[src/rtl/core/mtep_pkg.sv]
// Shared types, codes and the helper function of the MIDI track event parser.
package mtep_pkg;

  localparam int TICK_BITS = 40;
  localparam int TICK_W = 40;
  localparam int VLQ_W = 28;
  localparam int TEMPO_W = 24;

  localparam int QDEPTH = 4;
  localparam int QIDX_W = $clog2(QDEPTH);
  localparam int QCNT_W = $clog2(QDEPTH + 1);

  localparam logic [1:0] KIND_CHANNEL = 2'd0;
  localparam logic [1:0] KIND_TEMPO = 2'd1;
  localparam logic [1:0] KIND_END = 2'd2;
  localparam logic [1:0] KIND_ERROR = 2'd3;

  localparam logic [3:0] ERR_NONE = 4'd0;
  localparam logic [3:0] ERR_TRUNCATED = 4'd1;
  localparam logic [3:0] ERR_VLQ_LONG = 4'd2;
  localparam logic [3:0] ERR_BAD_STATUS = 4'd3;
  localparam logic [3:0] ERR_NO_RUNNING = 4'd4;
  localparam logic [3:0] ERR_BAD_DATA = 4'd5;
  localparam logic [3:0] ERR_BAD_EOT = 4'd6;
  localparam logic [3:0] ERR_TEMPO_LEN = 4'd7;
  localparam logic [3:0] ERR_TEMPO_ZERO = 4'd8;
  localparam logic [3:0] ERR_LEN_MISMATCH = 4'd9;
  localparam logic [3:0] ERR_TICK_OVERFLOW = 4'd10;

  localparam logic [7:0] ST_META = 8'hFF;
  localparam logic [7:0] ST_SYSEX = 8'hF0;
  localparam logic [7:0] ST_SYSEX_CONT = 8'hF7;
  localparam logic [7:0] META_EOT = 8'h2F;
  localparam logic [7:0] META_TEMPO = 8'h51;
  localparam logic [3:0] NIB_NOTE_OFF = 4'h8;
  localparam logic [3:0] NIB_NOTE_ON = 4'h9;

  localparam logic [1:0] APB_ADDR_TRACK = 2'd0;

  typedef enum logic [3:0] {
    PH_DELTA = 4'd0,
    PH_STATUS = 4'd1,
    PH_DATA1 = 4'd2,
    PH_DATA2 = 4'd3,
    PH_META_TYPE = 4'd4,
    PH_META_LEN = 4'd5,
    PH_SYSEX_LEN = 4'd6,
    PH_TEMPO = 4'd7,
    PH_SKIP = 4'd8
  } phase_t;

  typedef enum logic [1:0] {
    LEN_NONE = 2'd0,
    LEN_ONE = 2'd1,
    LEN_TWO = 2'd2
  } msg_len_t;

  typedef struct packed {
    logic [1:0] kind;
    logic [TICK_W-1:0] tick;
    logic [7:0] status;
    logic [6:0] data1;
    logic [6:0] data2;
    logic [TEMPO_W-1:0] tempo_period;
    logic [3:0] error_code;
    logic last;
  } result_t;

  typedef struct packed {
    logic v0;
    logic v1;
    result_t r0;
    result_t r1;
  } push_t;

  function automatic msg_len_t data_len(input logic [7:0] st);
    msg_len_t len;
    begin
      unique case (st[7:4])
        4'hC, 4'hD: len = LEN_ONE;
        4'h8, 4'h9, 4'hA, 4'hB, 4'hE: len = LEN_TWO;
        default: len = LEN_NONE;
      endcase
      return len;
    end
  endfunction

endpackage

[src/rtl/core/mtep_parser.sv]
// Parse state registers and the per-beat decode of one track byte.
module mtep_parser
  import mtep_pkg::*;
(
  input  logic       clk,
  input  logic       rst,
  input  logic       step_en,
  input  logic [7:0] data_byte,
  input  logic       track_start,
  input  logic       track_last,
  output push_t      push
);

  phase_t phase, phase_next, c_phase;
  logic [TICK_BITS-1:0] abs_tick, abs_tick_next, c_tick;
  logic [7:0] running_status, running_status_next, c_rs;
  logic [VLQ_W-1:0] vlq_value, vlq_value_next, c_vlq;
  logic [1:0] vlq_bytes, vlq_bytes_next, c_vlqb;
  logic [VLQ_W-1:0] skip_remaining, skip_remaining_next, c_skip;
  logic [7:0] meta_kind, meta_kind_next, c_meta;
  logic [TEMPO_W-1:0] tempo_accum, tempo_accum_next, c_tacc;
  logic [1:0] tempo_bytes, tempo_bytes_next, c_tbytes;
  logic [7:0] held_status, held_status_next, c_hs;
  logic [7:0] held_data1, held_data1_next, c_hd1;
  logic halted, halted_next, c_halted;

  logic [VLQ_W-1:0] vlq_new;
  logic [TICK_BITS:0] tick_sum;
  logic [TEMPO_W-1:0] tempo_new;
  logic [1:0] tbytes_inc;

  logic ev_fail, ev_fin, ev_tempo, ev_end, tail_end, tail_fail;
  logic [3:0] ev_code;
  logic [7:0] fin_st, fin_d1, fin_d2;

  logic [7:0] norm_d2, norm_st;
  logic main_v, tail_v;
  result_t main_res, tail_res;

  always_comb begin
    c_phase = track_start ? PH_DELTA : phase;
    c_tick = track_start ? '0 : abs_tick;
    c_rs = track_start ? 8'h00 : running_status;
    c_vlq = track_start ? '0 : vlq_value;
    c_vlqb = track_start ? 2'd0 : vlq_bytes;
    c_skip = track_start ? '0 : skip_remaining;
    c_meta = track_start ? 8'h00 : meta_kind;
    c_tacc = track_start ? '0 : tempo_accum;
    c_tbytes = track_start ? 2'd0 : tempo_bytes;
    c_hs = track_start ? 8'h00 : held_status;
    c_hd1 = track_start ? 8'h00 : held_data1;
    c_halted = track_start ? 1'b0 : halted;
  end

  assign vlq_new = {c_vlq[VLQ_W-8:0], data_byte[6:0]};
  assign tick_sum = {1'b0, c_tick} + (TICK_BITS + 1)'(vlq_new);
  assign tempo_new = {c_tacc[TEMPO_W-9:0], data_byte};
  assign tbytes_inc = c_tbytes + 2'd1;

  // Next state of the parse phase and of the datapath registers.
  always_comb begin
    phase_next = c_phase;
    abs_tick_next = c_tick;
    running_status_next = c_rs;
    vlq_value_next = c_vlq;
    vlq_bytes_next = c_vlqb;
    skip_remaining_next = c_skip;
    meta_kind_next = c_meta;
    tempo_accum_next = c_tacc;
    tempo_bytes_next = c_tbytes;
    held_status_next = c_hs;
    held_data1_next = c_hd1;
    halted_next = c_halted;
    ev_fail = 1'b0;
    ev_code = ERR_NONE;
    ev_fin = 1'b0;
    ev_tempo = 1'b0;
    ev_end = 1'b0;
    tail_end = 1'b0;
    tail_fail = 1'b0;
    fin_st = c_hs;
    fin_d1 = c_hd1;
    fin_d2 = 8'h00;
    if (!c_halted) begin
      unique case (c_phase)
        PH_DELTA: begin
          if (!data_byte[7]) begin
            vlq_bytes_next = 2'd0;
            vlq_value_next = '0;
            if (tick_sum[TICK_BITS]) begin
              ev_fail = 1'b1;
              ev_code = ERR_TICK_OVERFLOW;
            end else begin
              abs_tick_next = tick_sum[TICK_BITS-1:0];
              phase_next = PH_STATUS;
            end
          end else begin
            vlq_value_next = vlq_new;
            if (c_vlqb == 2'd3) begin
              ev_fail = 1'b1;
              ev_code = ERR_VLQ_LONG;
            end else begin
              vlq_bytes_next = c_vlqb + 2'd1;
            end
          end
        end
        PH_STATUS: begin
          if (data_byte == ST_META) begin
            running_status_next = 8'h00;
            phase_next = PH_META_TYPE;
          end else if (data_byte == ST_SYSEX || data_byte == ST_SYSEX_CONT) begin
            running_status_next = 8'h00;
            phase_next = PH_SYSEX_LEN;
          end else if (data_byte[7]) begin
            if (data_len(data_byte) == LEN_NONE) begin
              ev_fail = 1'b1;
              ev_code = ERR_BAD_STATUS;
            end else begin
              running_status_next = data_byte;
              held_status_next = data_byte;
              phase_next = PH_DATA1;
            end
          end else if (c_rs == 8'h00) begin
            ev_fail = 1'b1;
            ev_code = ERR_NO_RUNNING;
          end else begin
            held_status_next = c_rs;
            held_data1_next = data_byte;
            if (data_len(c_rs) == LEN_TWO) begin
              phase_next = PH_DATA2;
            end else begin
              ev_fin = 1'b1;
              fin_st = c_rs;
              fin_d1 = data_byte;
            end
          end
        end
        PH_DATA1: begin
          held_data1_next = data_byte;
          if (data_len(c_hs) == LEN_TWO) begin
            phase_next = PH_DATA2;
          end else begin
            ev_fin = 1'b1;
            fin_d1 = data_byte;
          end
        end
        PH_DATA2: begin
          ev_fin = 1'b1;
          fin_d2 = data_byte;
        end
        PH_META_TYPE: begin
          meta_kind_next = data_byte;
          phase_next = PH_META_LEN;
        end
        PH_META_LEN, PH_SYSEX_LEN: begin
          if (!data_byte[7]) begin
            vlq_bytes_next = 2'd0;
            vlq_value_next = '0;
            if (c_phase == PH_META_LEN && c_meta == META_EOT) begin
              if (vlq_new != '0) begin
                ev_fail = 1'b1;
                ev_code = ERR_BAD_EOT;
              end else if (!track_last) begin
                ev_fail = 1'b1;
                ev_code = ERR_LEN_MISMATCH;
              end else begin
                ev_end = 1'b1;
              end
            end else if (c_phase == PH_META_LEN && c_meta == META_TEMPO) begin
              if (vlq_new != VLQ_W'(3)) begin
                ev_fail = 1'b1;
                ev_code = ERR_TEMPO_LEN;
              end else begin
                tempo_accum_next = '0;
                tempo_bytes_next = 2'd0;
                phase_next = PH_TEMPO;
              end
            end else begin
              skip_remaining_next = vlq_new;
              phase_next = (vlq_new == '0) ? PH_DELTA : PH_SKIP;
            end
          end else begin
            vlq_value_next = vlq_new;
            if (c_vlqb == 2'd3) begin
              ev_fail = 1'b1;
              ev_code = ERR_VLQ_LONG;
            end else begin
              vlq_bytes_next = c_vlqb + 2'd1;
            end
          end
        end
        PH_TEMPO: begin
          tempo_accum_next = tempo_new;
          tempo_bytes_next = tbytes_inc;
          if (tbytes_inc == 2'd3) begin
            tempo_bytes_next = 2'd0;
            if (tempo_new == '0) begin
              ev_fail = 1'b1;
              ev_code = ERR_TEMPO_ZERO;
            end else begin
              ev_tempo = 1'b1;
              phase_next = PH_DELTA;
            end
          end
        end
        PH_SKIP: begin
          if (c_skip != '0) begin
            skip_remaining_next = c_skip - VLQ_W'(1);
          end
          if (c_skip <= VLQ_W'(1)) begin
            phase_next = PH_DELTA;
          end
        end
        default: begin
          phase_next = PH_DELTA;
        end
      endcase

      if (ev_fin) begin
        if (fin_d1[7] || (data_len(fin_st) == LEN_TWO && fin_d2[7])) begin
          ev_fin = 1'b0;
          ev_fail = 1'b1;
          ev_code = ERR_BAD_DATA;
        end else begin
          phase_next = PH_DELTA;
        end
      end
      if (ev_fail || ev_end) begin
        halted_next = 1'b1;
      end
      if (!halted_next && track_last) begin
        halted_next = 1'b1;
        if (phase_next == PH_DELTA && vlq_bytes_next == 2'd0) begin
          tail_end = 1'b1;
        end else begin
          tail_fail = 1'b1;
        end
      end
    end
  end

  // Result beats of this byte.
  always_comb begin
    norm_d2 = (data_len(fin_st) == LEN_TWO) ? fin_d2 : 8'h00;
    norm_st = fin_st;
    if (fin_st[7:4] == NIB_NOTE_ON && norm_d2 == 8'h00) begin
      norm_st = {NIB_NOTE_OFF, fin_st[3:0]};
    end
    main_v = ev_fail || ev_fin || ev_tempo || ev_end;
    tail_v = tail_end || tail_fail;

    main_res = '0;
    main_res.tick = TICK_W'(abs_tick_next);
    if (ev_fail) begin
      main_res.kind = KIND_ERROR;
      main_res.error_code = ev_code;
    end else if (ev_fin) begin
      main_res.kind = KIND_CHANNEL;
      main_res.status = norm_st;
      main_res.data1 = fin_d1[6:0];
      main_res.data2 = norm_d2[6:0];
    end else if (ev_tempo) begin
      main_res.kind = KIND_TEMPO;
      main_res.tempo_period = tempo_new;
    end else begin
      main_res.kind = KIND_END;
    end

    tail_res = '0;
    tail_res.tick = TICK_W'(abs_tick_next);
    tail_res.kind = tail_fail ? KIND_ERROR : KIND_END;
    tail_res.error_code = tail_fail ? ERR_TRUNCATED : ERR_NONE;
    tail_res.last = 1'b1;

    push.v0 = step_en && (main_v || tail_v);
    push.v1 = step_en && main_v && tail_v;
    push.r0 = main_v ? main_res : tail_res;
    push.r0.last = !(main_v && tail_v);
    push.r1 = tail_res;
  end

  always_ff @(posedge clk) begin
    if (rst) begin
      phase <= PH_DELTA;
      abs_tick <= '0;
      running_status <= 8'h00;
      vlq_value <= '0;
      vlq_bytes <= 2'd0;
      skip_remaining <= '0;
      meta_kind <= 8'h00;
      tempo_accum <= '0;
      tempo_bytes <= 2'd0;
      held_status <= 8'h00;
      held_data1 <= 8'h00;
      halted <= 1'b0;
    end else if (step_en) begin
      phase <= phase_next;
      abs_tick <= abs_tick_next;
      running_status <= running_status_next;
      vlq_value <= vlq_value_next;
      vlq_bytes <= vlq_bytes_next;
      skip_remaining <= skip_remaining_next;
      meta_kind <= meta_kind_next;
      tempo_accum <= tempo_accum_next;
      tempo_bytes <= tempo_bytes_next;
      held_status <= held_status_next;
      held_data1 <= held_data1_next;
      halted <= halted_next;
    end
  end

endmodule

[src/rtl/core/mtep_out_queue.sv]
// Result queue that takes up to two beats per cycle and hands out one.
module mtep_out_queue
  import mtep_pkg::*;
(
  input  logic              clk,
  input  logic              rst,
  input  push_t             push,
  input  logic              pop,
  output result_t           head,
  output logic              head_valid,
  output logic [QCNT_W-1:0] count
);

  result_t entries [QDEPTH];
  logic [QIDX_W-1:0] wr_ptr, rd_ptr;
  logic [QIDX_W-1:0] wr_ptr_next;
  logic [QCNT_W-1:0] count_next;

  always_comb begin
    wr_ptr_next = wr_ptr + QIDX_W'(push.v0) + QIDX_W'(push.v1);
    count_next = count + QCNT_W'(push.v0) + QCNT_W'(push.v1) - QCNT_W'(pop);
  end

  always_ff @(posedge clk) begin
    if (push.v0) begin
      entries[wr_ptr] <= push.r0;
    end
    if (push.v1) begin
      entries[wr_ptr + QIDX_W'(1)] <= push.r1;
    end
  end

  always_ff @(posedge clk) begin
    if (rst) begin
      wr_ptr <= '0;
      rd_ptr <= '0;
      count <= '0;
    end else begin
      wr_ptr <= wr_ptr_next;
      count <= count_next;
      if (pop) begin
        rd_ptr <= rd_ptr + QIDX_W'(1);
      end
    end
  end

  assign head = entries[rd_ptr];
  assign head_valid = (count != '0);

endmodule

[src/rtl/core/midi_track_event_parser.sv]
// Top level of the MIDI track event parser: input stage, register port and result queue.
//
// Bytes of a track chunk enter on the input channel (in_valid, in_stall, data_byte,
// track_start, track_last). Each accepted beat is held in an input register and decoded
// from there once the queue has room for two beats; this updates the parse state and
// writes zero, one or two result beats into a four-entry result queue. The output
// channel (out_valid, out_stall and the result fields) is driven straight from the head of that queue.
// A result passes the input register and the queue before it is shown on out_valid.
// One byte is taken per cycle as long as each byte gives at most one result and the
// receiver does not stall; the single output beat per cycle sets the rate, so a byte that
// gives two results can hold the input back when the queue backs up.
// When the receiver stalls, results collect in the queue, and in_stall rises once the
// queue has no room left for the two beats that one byte may give.
// The track_number register sits at address 0 of the register port and is copied into
// every result. The user must write it only while the block is idle; the block does not enforce this.
// Reset clears the parse state, the queue and the register; there is no clearing pass.
module midi_track_event_parser
  import mtep_pkg::*;
(
  input  logic                 clk,
  input  logic                 rst,
  input  logic                 psel,
  input  logic                 penable,
  input  logic                 pwrite,
  input  logic [1:0]           paddr,
  input  logic [31:0]          pwdata,
  output logic [31:0]          prdata,
  output logic                 pready,
  input  logic                 in_valid,
  output logic                 in_stall,
  input  logic [7:0]           data_byte,
  input  logic                 track_start,
  input  logic                 track_last,
  output logic                 out_valid,
  input  logic                 out_stall,
  output logic [1:0]           kind,
  output logic [TICK_W-1:0]    tick,
  output logic [15:0]          track,
  output logic [7:0]           status,
  output logic [6:0]           data1,
  output logic [6:0]           data2,
  output logic [TEMPO_W-1:0]   tempo_period,
  output logic [3:0]           error_code,
  output logic                 last
);

  logic [15:0] track_number;
  logic in_q_valid;
  logic [7:0] in_q_byte;
  logic in_q_start;
  logic in_q_last;
  logic step_en;
  logic in_accept;
  logic pop;
  push_t push;
  result_t head;
  logic head_valid;
  logic [QCNT_W-1:0] count;

  assign pready = 1'b1;
  assign prdata = (paddr == APB_ADDR_TRACK) ? {16'h0000, track_number} : 32'h0000_0000;

  always_ff @(posedge clk) begin
    if (rst) begin
      track_number <= 16'h0000;
    end else if (psel && penable && pwrite && pready && paddr == APB_ADDR_TRACK) begin
      track_number <= pwdata[15:0];
    end
  end

  assign step_en = in_q_valid && (count <= QCNT_W'(QDEPTH - 2));
  assign in_stall = in_q_valid && !step_en;
  assign in_accept = in_valid && !in_stall;

  always_ff @(posedge clk) begin
    if (rst) begin
      in_q_valid <= 1'b0;
    end else if (in_accept) begin
      in_q_valid <= 1'b1;
    end else if (step_en) begin
      in_q_valid <= 1'b0;
    end
  end

  always_ff @(posedge clk) begin
    if (in_accept) begin
      in_q_byte <= data_byte;
      in_q_start <= track_start;
      in_q_last <= track_last;
    end
  end

  mtep_parser u_parser (
    .clk        (clk),
    .rst        (rst),
    .step_en    (step_en),
    .data_byte  (in_q_byte),
    .track_start(in_q_start),
    .track_last (in_q_last),
    .push       (push)
  );

  assign pop = head_valid && !out_stall;

  mtep_out_queue u_queue (
    .clk       (clk),
    .rst       (rst),
    .push      (push),
    .pop       (pop),
    .head      (head),
    .head_valid(head_valid),
    .count     (count)
  );

  assign out_valid = head_valid;
  assign kind = head.kind;
  assign tick = head.tick;
  assign track = track_number;
  assign status = head.status;
  assign data1 = head.data1;
  assign data2 = head.data2;
  assign tempo_period = head.tempo_period;
  assign error_code = head.error_code;
  assign last = head.last;

`ifndef SYNTHESIS
  a_queue_bound: assert property (@(posedge clk) disable iff (rst)
    count <= QCNT_W'(QDEPTH))
    else $error("Result queue holds more beats than it has entries.");

  a_pair_order: assert property (@(posedge clk) disable iff (rst)
    push.v1 |-> (push.v0 && !push.r0.last && push.r1.last))
    else $error("A second result beat was pushed without a proper first beat.");

  a_no_step_when_full: assert property (@(posedge clk) disable iff (rst)
    (count > QCNT_W'(QDEPTH - 2)) |-> !push.v0)
    else $error("A byte was decoded while the result queue lacked room.");

  a_reset_empty: assert property (@(posedge clk)
    rst |=> !out_valid)
    else $error("Results are shown right after reset.");
`endif

endmodule
[config.mk]
export PLATFORM = sky130hd
export DESIGN_NAME = midi_track_event_parser
export DESIGN_NICKNAME = d
export VERILOG_FILES = /design/src/rtl/core/mtep_pkg.sv /design/src/rtl/core/mtep_parser.sv /design/src/rtl/core/mtep_out_queue.sv /design/src/rtl/core/midi_track_event_parser.sv
export SDC_FILE = /design/constraint.sdc
export NUM_CORES = 1
export LEC_CHECK = 0
export CAP_MARGIN = 30
export CORE_ASPECT_RATIO = 1.75
export CORE_MARGIN = 2
export CORE_UTILIZATION = 30
export CTS_BUF_LIST = sky130_fd_sc_hd__clkbuf_4
export CTS_CLUSTER_SIZE = 16
export DETAILED_ROUTE_END_ITERATION = 6
export DONT_BUFFER_PORTS = 1
export GPL_ROUTABILITY_DRIVEN = 0
export HOLD_SLACK_MARGIN = 0.1
export PLACE_DENSITY_LB_ADDON = 0.05
export SLEW_MARGIN = 30
export SYNTH_ARGS = -nofsm -noshare
export SYNTH_HDL_FRONTEND = slang
export SYNTH_SLANG_ARGS = --single-unit
[constraint.sdc]
create_clock -name clk -period 6.85 [get_ports clk]
set_input_delay 0.685 -clock clk [delete_from_list [all_inputs] [get_ports clk]]
set_output_delay 0.685 -clock clk [all_outputs]
set_load 0.01 [all_outputs]
# == Word-level counts from Yosys, hierarchy flattened ==
# Memory sizes are Yosys's and may differ from the RTL's. A register that Yosys moved wholly into a read port is not among the register bits.
# Index checks and enable logic that the tools add are counted.
# totals
regBits,195
latch_bits,0
mem_bits_rw,372
rom_bits,0
input_bits,51
output_inout_bits,144
word_cells,365
mem_count,1
# memory_table
memory,words,width,read_ports,rd_clocked_by_memory_dff,wr,line_no,source
u_queue.entries,4,93,1,1,2,mtep_out_queue.sv:14,result_t entries [QDEPTH];
# op_classes
n_addsub,11
n_mul,0
div_mod_pow,0
n_lt_le_gt_ge,2
n_eq_ne,55
n_shift,0
mux,221
bitwise_logic,0
n_reduce_logical,55
# ops
cell,n
$mux 8,44
$mux 28,10
$mux 40,5
$mux 24,8
$mux 4,38
$eq 4x4->1 const B,36
$mux 93,1
$mux 2,35
$mux 1,60
$pmux 28 s2,1
$reduce_bool 28->1,2
$pmux 24 s2,1
$mux 46,1
$add 40x28->41,1
$pmux 4 s8,1
$pmux 8 s2,2
$le 28x1->1 const B,1
$logic_not 28->1,1
$ne 28x2->1 const B,1
$sub 28x1->28 const B,1
$reduce_or 5->1,5
$eq 8x8->1 const B,3
$logic_not 24->1,1
$pmux 2 s2,6
other kinds (28),79

# == Longest topological paths before layout ==
# logic_depth
depth_word,42
ltp_mapped,23
mapped_depth_nobuf,17

# == Modules after synthesis ==
# From an unflattened synthesis, not the netlist that was laid out.
# unflattened
cells_unflattened,2688
hier_area_um2,31303.8
# modules_own_cells
module,n_inst,cells_each,area_per_inst_um2,seq_area_each_um2
mtep_out_queue,1,939,18263.8,11350.9
mtep_parser,1,1623,11692.5,2922.8
midi_track_event_parser,1,126,1347.5,640.6

# == Worst setup path after synthesis ==
# Ideal clock, no wire load.
# synth_timing
kind,register to register
from,reg in_q_start
to,mem u_queue.entries[0][1] in the netlist's numbering (enable)
setup_ns,0.396
t_arrival_ns,5.269
path_slack_ns,1.185
stages_incl_launch_ff,20
path_buffers,8
cell_sequence,edfxtp_1 buf_2 buf_1 clkbuf_1 clkbuf_1 clkbuf_1 clkbuf_1 nor2b_1 ha_1 nand4_1 or3_1 a211o_1 a211oi_2 o211ai_1 nand3_2 and2_1 buf_2 nor2_2 buf_2 inv_1
# synth_rtl
item,line_no,source
"start, declared",midi_track_event_parser.sv:50,logic in_q_start;
"start signal, assigned",midi_track_event_parser.sv:88,in_q_start <= track_start;
"end, declared",mtep_out_queue.sv:14,

==> metrics <==
Die Y=403 microns; synthesized area=27300 sq um; sequential cell area fraction in the yosys report=0.472; leakage=10.2 nW; final setup skew=0.0530 ns; setup violators final=0; DRT iter0 DRCs=1528; Slew Limit Fails=0; TritonCTS clock tree=done; DP Worst Slack=1.65 ns; worst min-delay path startpoint=track_last; Syn Inst Count=2951; fin crit period=5.14 ns; Crit Path Class=reg -> reg; WP data required=7.53 ns; Avg Vias per Cell=5.36; Min-Delay Endpoint=in_q_last; clock latency on the worst-skew pair=1.08 ns; io pins=195; Hold Vio Cnt, Final=0; residual DRC count=0; # rows=146; cts hold-fix bufs=58; initial antenna violation count=3; deepest level of the CTS H-tree=4; r2r endpoint=u_queue.entries[0][69]; Int Pwr=5.73 mW; P&R area growth vs syn=14.2%; most frequent cells in the layout=dfxtp_1, nor2_1, nand2_1; vias in the first global route=23600; layout cell share with drive strength beyond 1=0.151; CP endpoint kind=register; Die Wd=232 microns; Top FF cell, synth=dfxtp_1; unrepaired setup endpoints after global routing=no; fin util=0.345; WHS Path Cells=1; critical path data arrival time=5.82 ns; final wirelength=101000 microns; Worst Setup Start Kind=register; detailed placement HPWL=66000 microns; r2r setup slk=1.71 ns; DRT Pass-1 Iters=6; Sw Ratio=0.322; Avg Cell Area, Syn=9.25 sq um; total CTS buffers=146; Seq pwr share=0.430; Initial Util=0.302; Final period util=0.750; post-DR wirelength/cell=23.4 microns; worst hold path type=in -> reg; number of I/O port buffers=0; EDFF count, synth=178; Gate power share=0.192; final worst slack=1.71 ns; clock group share of total power=0.378; GRT Residual Overflow=0; leading cell type in the layout, fill and taps excluded=dfxtp_1; Max Clk Rate=0.195 GHz; filler instances=9365; number of synthesized register bits=554; Post-CTS Resized=0; CP max FO=48; Slew @ Worst Pin=0.972 ns; vias=23200; CTS root buf=clkbuf_4; GRT Total Usage=0.218; Clock transition at path regs=0.07 ns; die area=93500 sq um; first-pass GRT wire length=151000 microns; Slew headroom=0.352; largest net degree at the start of global routing=165; outcome=complete, no violations; fraction of registers with async set/reset=0; sw power=2.72 mW; FF-to-FF path depth=14; max-cap violations=0; Synth Warn #=0; post-CTS setup buffer count=0; Placeable Area=90200 sq um; Pwr Density=271 nW/um^2; CTS sink cnt=554; remaining antenna violation count=0; Synth cell types=90; setup TNS=0 ns; NumNets Final=3100; VDD IR max=133 uV; reg2reg start=in_q_start; clock tree buffer depth=3
routing by layer:
metal,global-route usage,up-vias,share of wire
met1,0.234,11400,0.37
met3,0.0544,233,0.052
met4,0.0975,2,0.044
li1,-,10900,-
met2,0.397,642,0.53
met5,0,-,0.00016
logic make-up (layout without fill, tap and decap cells):
group / after synthesis / count (layout) / synth area share
AOI/OAI and AO/OA: 715 / 715 / 0.159
xor gates and xnor gates: 45 / 45 / 0.0144
adders and majority gates: 36 / 36 / 0.0176
buffers and inverters: 278 / 448 / 0.0448
DFF: 554 / 554 / 0.472
muxes: 123 / 123 / 0.0880
other: 2 / 22 / 0.000275
and+or+nand+nor: 1198 / 1198 / 0.205
synth_stat cells (29+ instances only):
cell      count  area, sq um
o21ai_0     192          961
and2_1       34          213
a21oi_1     245         1230
nand2_1     321         1200
nor2b_1      73          457
nor2_1      376         1410
a211oi_1     29          218
clkbuf_1    146          548
nand3_1     191          956
mux4_2       93         2090
dfxtp_1     376         7530
inv_1        40          150
nor3_1       51          255
buf_2        44          220
edfxtp_1    178         5350
a22oi_1      89          668
ha_1         32          400
sequential cells by signal (all words and copies together), names as in the netlist, 3 cells and up, named ones only:
| name | flops |
|---|---|
| u_parser.running_status | 8 |
| u_parser.abs_tick | 40 |
| u_parser.phase | 4 |
| in_q_byte | 8 |
| u_parser.held_status | 8 |
| u_parser.vlq_value | 21 |
| u_parser.meta_kind | 8 |
| track | 16 |
| u_queue.entries | 372 |
| u_parser.tempo_accum | 16 |
| u_parser.skip_remaining | 28 |
| u_queue.count | 3 |
| u_parser.held_data1 | 8 |
worst max-delay path, stage by stage, from the launching register on:
cell and delay, ns:
edfxtp_1 0.68, buf_4 0.27, buf_4 0.28, nor4b_1 0.57, nand2b_1 0.25, nor2_1 0.54
o311ai_2 0.19, buf_4 0.27, nor4b_2 0.21, nand3_2 0.12, buf_4 0.22, and2_1 0.22
nor2_4 0.05, inv_2 0.28, buf_4 0.53
worst max path at each step:
stage	startpoint	endpoint	depth (start not counted)
6_report	in_q_start	u_queue.entries[0][69]	14
5_1_grt	in_q_start	u_queue.count[2]	17
4_1_cts	in_q_start	u_queue.count[2]	17
3_5_place_dp	in_q_start	u_queue.entries[0][67]	15
3_3_place_gp	in_q_start	u_queue.entries[3][74]	17
2_1_floorplan	in_q_start	u_queue.entries[0][1]	19
power groups by stage:
| stage | Clock, mW | Sequential (mW) | Combinational [mW] |
|---|---|---|---|
| finish | 3.19 | 3.64 | 1.62 |
| global route | 3.48 | 3.65 | 1.76 |
| CTS | 3.32 | 3.64 | 1.65 |
| detailed placement | 0 | 3.71 | 1.61 |
| global placement | 0 | 3.71 | 1.60 |
| floorplan | 0 | 3.60 | 1.15 |
per-stage QoR:
step	instance area (sq um)	std cells	power, mW	hold slack (ns)
2_1_floorplan	27300	2966	4.75	0.422
3_3_place_gp	28500	3989	5.31	0.434
3_5_place_dp	28500	3991	5.32	0.441
4_1_cts	31200	4320	8.61	0.119
5_1_grt	31200	4324	8.90	0.137
6_report	31200	4325	8.45	0.264
area by class of cell:
class / instances / area, sq um / share of cell area
diodes: 5 / 12.5 / 0.000401
clock buffers: 226 / 1700 / 0.0544
clock inverters: 45 / 310 / 0.00996
inverters: 41 / 156 / 0.00502
multi-input cells: 2134 / 13400 / 0.428
flip-flops and latches: 554 / 12900 / 0.413
well taps: 1184 / 1480 / 0.0475
repair buffers: 136 / 1270 / 0.0409
No activity file was read; power rests on OpenSTA's default activity.
